==> src/sv/npcs_pkg.sv <==
// Package of the nearest palette color search core: widths, codes and shared types.
// No dependencies; imported by every module of the core.
package npcs_pkg;

   // Default palette depth and fixed field widths.
   localparam int PALETTE_ENTRIES_DEF = 256;
   localparam int COMP_W              = 8;
   localparam int IDX_W               = 8;
   localparam int COLOR_W             = 15;
   localparam int CHAN_W              = 5;
   localparam int SQ_W                = 2 * COMP_W;
   localparam int DIST_W              = SQ_W + 2;
   localparam int REQ_DATA_W          = 48;
   localparam int RSP_DATA_W          = 8;

   // A 5-bit channel expands to 8 bits as value*8+4.
   localparam logic [2:0] EXPAND_BIAS = 3'd4;

   // Operation codes carried in tuser.
   localparam logic OP_LOAD  = 1'b0;
   localparam logic OP_QUERY = 1'b1;

   // One palette color, 24 bits.
   typedef struct packed {
      logic [COMP_W-1:0] blue;
      logic [COMP_W-1:0] green;
      logic [COMP_W-1:0] red;
   } color_type;

   // Control that travels with each palette read of a scan.
   typedef struct packed {
      logic             vld;
      logic             first;
      logic             last;
      logic [IDX_W-1:0] idx;
   } scan_ctl_type;

endpackage

==> src/sv/npcs_dist_unit.sv <==
// Distance and best-match tracker of the nearest palette color search core.
// Depends on npcs_pkg; consumes one palette entry per cycle from npcs_palette_ram.
module npcs_dist_unit (
   input  logic                         clock,
   input  logic                         reset,
   input  npcs_pkg::scan_ctl_type       ctl,
   input  npcs_pkg::color_type          qry,
   input  npcs_pkg::color_type          ent,
   output logic                         done,
   output logic [npcs_pkg::IDX_W-1:0]   best_idx
);
   import npcs_pkg::*;

   scan_ctl_type      ctl_a_ff;
   scan_ctl_type      ctl_b_ff;
   logic [SQ_W-1:0]   sq_r_ff, sq_g_ff, sq_b_ff;
   logic [SQ_W-1:0]   sq_r_in, sq_g_in, sq_b_in;
   logic [DIST_W-1:0] dist_sum;
   logic [DIST_W-1:0] best_dist_ff;
   logic [IDX_W-1:0]  best_idx_ff;
   logic              done_ff;

   function automatic logic [SQ_W-1:0] sq_diff(input logic [COMP_W-1:0] a,
                                                input logic [COMP_W-1:0] b);
      logic [COMP_W-1:0] d;
      logic [SQ_W-1:0]   dw;
      d  = (a > b) ? (a - b) : (b - a);
      dw = {{(SQ_W-COMP_W){1'b0}}, d};
      return dw * dw;
   endfunction

   // Squared channel differences for the entry that left the memory this cycle.
   always_comb begin
      sq_r_in = sq_diff(qry.red,   ent.red);
      sq_g_in = sq_diff(qry.green, ent.green);
      sq_b_in = sq_diff(qry.blue,  ent.blue);
   end

   always_ff @(posedge clock) begin
      sq_r_ff <= sq_r_in;
      sq_g_ff <= sq_g_in;
      sq_b_ff <= sq_b_in;
   end

   // Control follows the data: one stage for the memory read, one for the squares.
   always_ff @(posedge clock) begin
      if (reset) begin
         ctl_a_ff <= '0;
         ctl_b_ff <= '0;
         done_ff  <= 1'b0;
      end else begin
         ctl_a_ff <= ctl;
         ctl_b_ff <= ctl_a_ff;
         done_ff  <= ctl_b_ff.vld && ctl_b_ff.last;
      end
   end

   // Sum of squares, then a strict compare so the lowest index wins a tie.
   assign dist_sum = {2'b00, sq_r_ff} + {2'b00, sq_g_ff} + {2'b00, sq_b_ff};

   always_ff @(posedge clock) begin
      if (ctl_b_ff.vld && (ctl_b_ff.first || (dist_sum < best_dist_ff))) begin
         best_dist_ff <= dist_sum;
         best_idx_ff  <= ctl_b_ff.idx;
      end
   end

   assign done     = done_ff;
   assign best_idx = best_idx_ff;

endmodule

==> config.mk <==
export PLATFORM = sky130hd
export DESIGN_NAME = npcs_dist_unit
export DESIGN_NICKNAME = d
export VERILOG_FILES = /design/src/sv/npcs_pkg.sv /design/src/sv/npcs_dist_unit.sv
export SDC_FILE = /design/constraint.sdc
export NUM_CORES = 1
export LEC_CHECK = 0
export BUFFER_PORTS_ARGS = -buffer_cell sky130_fd_sc_hd__buf_2
export CAP_MARGIN = 10
export CORE_ASPECT_RATIO = 1.25
export CORE_MARGIN = 4
export CORE_UTILIZATION = 40
export CTS_CLUSTER_DIAMETER = 100
export DETAILED_ROUTE_END_ITERATION = 16
export PLACE_DENSITY = 0.69
export SLEW_MARGIN = 20
export SYNTH_ARGS = -nofsm -noshare
export SYNTH_HDL_FRONTEND = slang
export SYNTH_SLANG_ARGS = --single-unit
==> constraint.sdc <==
create_clock -name clock -period 7.1 [get_ports clock]
set_clock_uncertainty 0.05 [all_clocks]
set_input_delay 1.065 -clock clock [delete_from_list [all_inputs] [get_ports clock]]
set_output_delay 1.065 -clock clock [all_outputs]
set_load 0.02 [all_outputs]
==> run summary, run 1 <==
The flow ran to the end, and the final reports show no timing, DRC or antenna violations. The clock tree buffer depth came out at 2. The final number of max-transition violations is 0. The number of cells on the worst reg-to-reg path is 16. The max-capacitance violation count is 0.

The synthesized area per cell is ~9.2 µm². The number of flops mapped to enable cells by yosys came out at 26. The kind of start point of the critical path is a primary input. The tightest min-delay check is of the flip-flop to flip-flop type. The classification of the worst setup path is primary input to flip-flop.

The area share of the largest cell type after synthesis came out at 0.1965. The cell with the most instances after synthesis is sky130_fd_sc_hd__inv_1. The setup slack on the worst flop-to-flop path is about 2000 ps.

The post-detailed-route count of antenna-violating nets is 0. The number of hold violations in the final report is 0. From left edge to right edge, the die measures 154.3 µm.

After synthesis the cells add up to approximately 11000 µm². The gate count of the mapped netlist came out at about 1200. The clock slew at the register clock pins of the worst setup and hold paths came out at around 70 ps. Entering global routing, the biggest net connects 24 pins. The clock tree from TritonCTS is built.

sky130_fd_sc_hd__ha_1 takes more of the synthesized area than any other cell. The fraction of layout instances using a drive strength above 1 is 0.1441. The half-perimeter wire length after placement came out at roughly 17 mm. The final weighted congestion in routability-driven placement is around 0.86.

The routed wire length is approximately 19 mm. The final worst setup slack came out at about 420 ps. The number of cells on the worst hold path is 0. The initial antenna violation count is 0. Counting I/O delays and the setup requirement, the final critical path takes between 6000 and 7000 ps. The async set-reset flop share out of synthesis is 0.

In this run, synthesis produced a sequential element count of 94. STA classifies the critical path endpoint as a flip-flop. The total clock buffers created by CTS is 9. Of the synthesized area, sequential elements account for 0.2003. The clock latency on the worst-skew pair came out at ~340 ps. Counting instances in the post-synthesis netlist gives the leading cell types as sky130_fd_sc_hd__inv_1, sky130_fd_sc_hd__ha_1, sky130_fd_sc_hd__nor2_1, sky130_fd_sc_hd__fa_1, sky130_fd_sc_hd__dfxtp_1.

The worst-case hold slack is between 300 and 400 ps. For the pin with the worst max-slew slack, the measured transition is 765.1 ps. In the synthesized netlist the dominant register cell turns out to be sky130_fd_sc_hd__dfxtp_1. The first-pass GRT wire length is 34.85 mm. The clock sink total is between 90 and 100. The worst flop-to-flop path startpoint is sq_r_ff[3]. The end of the worst register-to-register path is best_dist_ff[16]. The routed layout has around 8000 vias. The all-layer global routing usage is 0.1373. The ratio of final minimum period to clock period came out at 0.9403. The endpoint arrival time on the critical path came out at 6850 ps.

The H-tree generated during clock tree synthesis spans 3 levels. The global route total overflow came out at 0. The die covers ~29000 µm². The placeable core area came out at around 26000 µm². In this run, post-CTS hold repair placed 0 buffers. At the end of the flow, the number of nets in the layout was 1605. The non-filler instance count after layout is approximately 1600.

The floorplan has 66 rows. The number of fill cells in the layout is about 2500. The worst hold path begins at ctl_b_ff[3]. The distinct cell type count after synthesis is about 70. Setup repair after global routing left no endpoint under its margin. The path with the worst hold slack has its endpoint at best_idx[3]. In this run the clock root is driven by a sky130_fd_sc_hd__clkbuf_16. The maximum clock rate came out at roughly 0.15 GHz. Including well taps, the total number of placed cells is 1608. The per-cell routed wire length came out at about 12 µm. Post-CTS timing repair inserted 0 buffers for setup. The I/O pin count came out at 70. The height of the chip came out at 190.8 µm.

The via count of the first global-routing pass came to between 8000 and 9000. The count of antenna diodes in the layout is 0. The area growth from synthesis to layout is 13.38%. The quantity of gates resized following cts came out at 0. The number of setup violations in the final report is 0. The maximum fanout count along the critical path came out at 7.

After detailed routing, the number of remaining DRC violations is 0. OpenSTA, run right after detailed placement, puts the worst setup slack at -76.68 ps. The number of buffers inserted by port buffering is 69. After detailed routing, the number of vias per cell comes to a little under 5. Sorting the synthesized cells by area gives the leading types as sky130_fd_sc_hd__ha_1, sky130_fd_sc_hd__fa_1, sky130_fd_sc_hd__dfxtp_1.

The total number of yosys warnings is 0. The starting density of the core is 0.4086. The worst max-slew margin expressed relative to the limit is 0.4835.

The number of DRC violations after detailed-routing iteration 0 came out at 275. The first-pass iteration count of the detailed router came out at 4. The worst path required time came out at 7270 ps.
==> critical path, stage by stage <==
cell and delay [ps]:
sky130_fd_sc_hd__buf_2 90, sky130_fd_sc_hd__inv_1 40, sky130_fd_sc_hd__ha_1 230, sky130_fd_sc_hd__fa_1 390
sky130_fd_sc_hd__nor2b_1 180, sky130_fd_sc_hd__o2111ai_2 150, sky130_fd_sc_hd__a21oi_2 250, sky130_fd_sc_hd__nor2_2 70
sky130_fd_sc_hd__mux2i_1 240, sky130_fd_sc_hd__xor2_2 170, sky130_fd_sc_hd__buf_4 170, sky130_fd_sc_hd__or2_2 320
sky130_fd_sc_hd__fa_1 370, sky130_fd_sc_hd__inv_1 80, sky130_fd_sc_hd__fa_1 410, sky130_fd_sc_hd__ha_1 290
sky130_fd_sc_hd__inv_1 50, sky130_fd_sc_hd__fa_1 530, sky130_fd_sc_hd__inv_1 40, sky130_fd_sc_hd__ha_1 300
sky130_fd_sc_hd__a211oi_1 250, sky130_fd_sc_hd__nor2_1 110, sky130_fd_sc_hd__nor4_2 230, sky130_fd_sc_hd__o31ai_1 140
sky130_fd_sc_hd__a21o_1 190, sky130_fd_sc_hd__a21oi_1 180, sky130_fd_sc_hd__xnor3_1 320
==> stage by stage <==
step | utilization | area [µm²] | TNS [ps]
CTS | 0.4619 | 12090 | 0
detailed placement | 0.4493 | 11760 | -92.07
finish | 0.4633 | 12130 | 0
global placement | 0.4493 | 11760 | 0
global route | 0.4633 | 12130 | 0
floorplan | - | 10700 | 0
==> logic make-up (layout without fill, tap and decap cells) <==
family / after synthesis / after routing / share of synthesized area
simple gates: 291 / 291 / 0.1397
fa+ha+maj: 265 / 265 / 0.3781
buf+inv: 239 / 356 / 0.08539
compound gates: 188 / 188 / 0.1167
flops: 94 / 94 / 0.2003
xor+xnor: 73 / 73 / 0.06597
mux: 14 / 14 / 0.01322
other cells: 2 / 3 / 0.0007021
==> layout by cell type (no fill, tap or decap), types with 13 or more instances in the layout <==
cell                         n
sky130_fd_sc_hd__dfxtp_1    68
sky130_fd_sc_hd__nand2_1    26
sky130_fd_sc_hd__xnor2_1    49
sky130_fd_sc_hd__or2_2      17
sky130_fd_sc_hd__a21o_1     23
sky130_fd_sc_hd__buf_2      69
sky130_fd_sc_hd__nor2_1    113
sky130_fd_sc_hd__nor2b_1    31
sky130_fd_sc_hd__fa_1       97
sky130_fd_sc_hd__xor2_1     15
sky130_fd_sc_hd__o21a_1     15
sky130_fd_sc_hd__nand2b_1   14
sky130_fd_sc_hd__inv_1     221
sky130_fd_sc_hd__o21ai_0    26
sky130_fd_sc_hd__nor3_1     21
sky130_fd_sc_hd__edfxtp_1   26
sky130_fd_sc_hd__a21oi_1    63
sky130_fd_sc_hd__ha_1      168
sky130_fd_sc_hd__buf_4      49
sky130_fd_sc_hd__mux2i_1    13
==> registers in the layout, summed over array words and instances, names as in the netlist <==
signal,count
best_dist_ff,18
best_idx,8
ctl_a_ff,11
ctl_b_ff,11
done,1
sq_b_ff,15
sq_g_ff,15
sq_r_ff,15
==> worst max path at each step <==
stage	startpoint	to	slack, ps
2_1_floorplan	qry[16]	sq_b_ff[15]	280
3_3_place_gp	qry[8]	sq_g_ff[15]	60
3_5_place_dp	qry[8]	sq_g_ff[15]	-80
4_1_cts	qry[8]	sq_g_ff[15]	270
5_1_grt	qry[8]	sq_g_ff[15]	30
6_report	qry[8]	sq_g_ff[15]	420
==> per-layer routing <==
metal	vias up	share of wire	global-route usage
li1	4030	-	-
met1	3789	0.44	0.1731
met2	106	0.52	0.2502
met3	26	0.023	0.01385
met4	0	0.016	0.03636
met5	-	0	0
==> layout make-up <==
type | count | area [µm²] | share of cell area
multi-input cells | 834 | 7685 | 0.6337
flip-flops and latches | 94 | 2142 | 0.1766
inverters | 222 | 833.3 | 0.06871
repair buffers | 118 | 713.2 | 0.05881
well taps | 340 | 425.4 | 0.03508
clock buffers | 9 | 225.2 | 0.01857
clock inverters | 7 | 103.9 | 0.008563
Power of run 1 is not shown: default switching activity piles up to over one toggle a cycle in this logic, so the estimate is an artifact.
==> run 2: changes to the inputs <==
--- a/config.mk
+++ b/config.mk
@@ -9,10 +9,10 @@
 export CAP_MARGIN = 10
 export CORE_ASPECT_RATIO = 1.25
 export CORE_MARGIN = 4
-export CORE_UTILIZATION = 40
+export CORE_UTILIZATION = 57
 export CTS_CLUSTER_DIAMETER = 100
 export DETAILED_ROUTE_END_ITERATION = 16
-export PLACE_DENSITY = 0.69
+export PLACE_DENSITY_LB_ADDON = 0.2
 export SLEW_MARGIN = 20
 export SYNTH_ARGS = -nofsm -noshare
 export SYNTH_HDL_FRONTEND = slang
==> constraint.sdc (replaced) <==
create_clock -name clock -period 5.55 [get_ports clock]
set_clock_uncertainty 0.05 [all_clocks]
set_input_delay 0.8325 -clock clock [delete_from_list [all_inputs] [get_ports clock]]
set_output_delay 0.8325 -clock clock [all_outputs]
set_load 0.02 [all_outputs]
==> run summary, run 2 (synthesis gave the netlist of run 1 again) <==
The clock slew at the register clock pins of the worst setup and hold paths is 70 ps (about the same). The pin count of the biggest net entering global routing came out at 24 (unchanged). The sum of negative setup slack is -5409 ps (-5409 ps).

The clock sink total is 94 (unchanged). The final routed DRC violation total came out at 0 (unchanged). The via count of the first global-routing pass is 9747 (+22%). The maximum clock rate came out at ~0.17 GHz. Setup repair after global routing could not meet its margin everywhere. The core occupancy in the finished layout was 0.8180 (+0.3548). The max-capacitance violation count came to 0 (unchanged). The total clock buffers created by CTS is 9 (unchanged). The clock tree buffer depth came out at 2 (unchanged). The worst path required time is 5730 ps (-1540 ps).

The number of fill cells in the layout came to 1104 (-55%). The number of setup violations in the final report came out at 21 (+21). The width of the die came out at 130.5 µm (-15%). The worst-case hold slack is 357.0 ps (+4.176 ps).

TritonCTS built the clock tree. The maximum fanout count along the critical path is 4 (-3). The worst setup path is captured at a flip-flop. The fraction of layout instances using a drive strength above 1 came out at 0.3936 (+0.2495).

The number of hold violations in the final report is 0 (unchanged). The endpoint arrival time on the critical path is 6230 ps (-620 ps). The routed wire length is 27.29 mm (+40%). STA classifies the critical path startpoint as a primary input. The time the worst path needs with I/O delays and setup is between 6000 and 7000 ps. The actual transition at the worst max-transition pin came out at 937.6 ps (+172.5 ps). The area of the die is 21040 µm² (-29%). The flow ran to the end, but the final reports show violations. The final worst setup slack is -494.0 ps (-918.2 ps). The ratio of final minimum period to clock period came out at 1.089. The final number of max-transition violations came out at 0 (unchanged). The per-cell routed wire length came out at 15.76 µm (+31%). The master of the slowest instance on the critical path is sky130_fd_sc_hd__fa_1.

The cell with the most instances on the worst path is sky130_fd_sc_hd__fa_1. The worst setup path is of the primary input to flip-flop kind. The starting density of the core is 0.5843 (+0.1757).

The count of antenna diodes in the layout was 0 (unchanged). The tightest min-delay check is of the flip-flop to flip-flop type. The post-detailed-route count of antenna-violating nets is 0 (unchanged). The worst max-slew margin expressed relative to the limit is 0.3588 (-0.1247).

The clock latency on the worst-skew pair came out at 350 ps (about the same). The global route total overflow came out at 0 (unchanged). The total number of vias came out at 9359 (+18%). The first-pass GRT wire length came out at 42.50 mm (+22%).

The I/O pin count came out at 70 (unchanged). The initial antenna violation count came out at 0 (unchanged). The peak per-stage delay on the critical path was 530 ps (about the same). The number of buffers inserted by hold repair at cts was 0 (unchanged). The number of nets in the finished design came out at 1825 (+14%). The half-perimeter wire length after placement came out at 19.49 mm (+15%). The number of buffers inserted by port buffering is 69 (unchanged).

The library cell used as clock root buffer is sky130_fd_sc_hd__clkbuf_16. The number of flip-flops in the largest register is 18 (unchanged). The site row count was 55 (-17%). In the layout the commonest cells are sky130_fd_sc_hd__buf_4, sky130_fd_sc_hd__inv_1, sky130_fd_sc_hd__ha_1, sky130_fd_sc_hd__nor2_1, sky130_fd_sc_hd__fa_1.

Leaving out fill and tap cells, the most frequent cell in the layout is sky130_fd_sc_hd__buf_4. The placeable core area is 18310 µm² (-30%). The number of DRC violations after detailed-routing iteration 0 is 388 (+41%). The first-pass iteration count of the detailed router came out at 5 (+1). The synthesis-to-layout area growth came out at 39.99%. The maximum level of the CTS H-tree was 3 (unchanged).

The final weighted congestion in routability-driven placement is 0.8653 (+0.86%). The mean number of vias per cell came out at 5.404 (+10%). The all-layer global routing usage is 0.2447 (+0.1073). The checks that failed: setup timing. best_dist_ff holds more flip-flops than any other register. The height of the chip came out at 161.2 µm (-16%).
[run 2: cell count changes in the layout (fill, tap and decap cells not counted), moves of 23 or more]
cell	delta
sky130_fd_sc_hd__buf_4	+203
sky130_fd_sc_hd__inv_1	-37
sky130_fd_sc_hd__inv_2	+34
sky130_fd_sc_hd__ha_1	-29
sky130_fd_sc_hd__a21oi_1	-25
sky130_fd_sc_hd__ha_4	+25
sky130_fd_sc_hd__nor2_1	-23
[run 2: per-layer routing]
layer  wire (µm)  GRT usage  vias up
li1            -          -     4471
met4        1185     0.1024        0
met1        9695     0.2697     4541
met3         879    0.02713       95
met5           0          0        -
met2       15530     0.4638      252
[run 2: path summary, 6_finish.rpt]
path | startpoint | end | slack, ps | cells after the start
setup reg to reg | sq_r_ff[3] | best_idx[2] | 320 | 16
hold / removal | ctl_b_ff[7] | best_idx[7] | 360 | 0
setup / recovery | qry[8] | sq_g_ff[15] | -490 | 26
hold reg to reg | ctl_b_ff[7] | best_idx[7] | 360 | 0
[run 2: layout make-up]
type / count / area (µm²) / share of cell area
Sequential cell: 94 / 2142 / 0.1430
Inverter: 222 / 860.8 / 0.05749
Timing Repair Buffer: 338 / 2491 / 0.1664
Clock inverter: 7 / 86.33 / 0.005765
Clock buffer: 9 / 225.2 / 0.01504
Multi-Input combinational cell: 834 / 8884 / 0.5932
Tap cell: 228 / 285.3 / 0.01905
[run 2: timing repair]
action                                 in CTS  in global routing
resized for setup                         103                 79
setup buffers                              27                 19
setup endpoints to repair                  24                 28
pin swaps                                  81                 60
endpoints found under the hold margin       0                  0
[run 2: worst max-delay path: cells and delay by family]
family / cells / cell delay (ps)
adder cells (fa/ha/maj): 6 / 2320
AO/OA/AOI/OAI: 7 / 1250
AND/OR/NAND/NOR: 5 / 950
XOR/XNOR: 3 / 510
buffers and inverters: 5 / 350
[run 2: per-stage QoR]
step	cell area, µm²	std cells	setup WS [ps]
after floorplan	11300	1167	-517.1
after global placement	13490	1673	-786.7
after detailed placement	13490	1673	-908.1
after CTS	14490	1716	-415.5
after global routing	14970	1732	-698.5
final	14970	1732	-494.0
Power of run 2 is left out for the same reason.
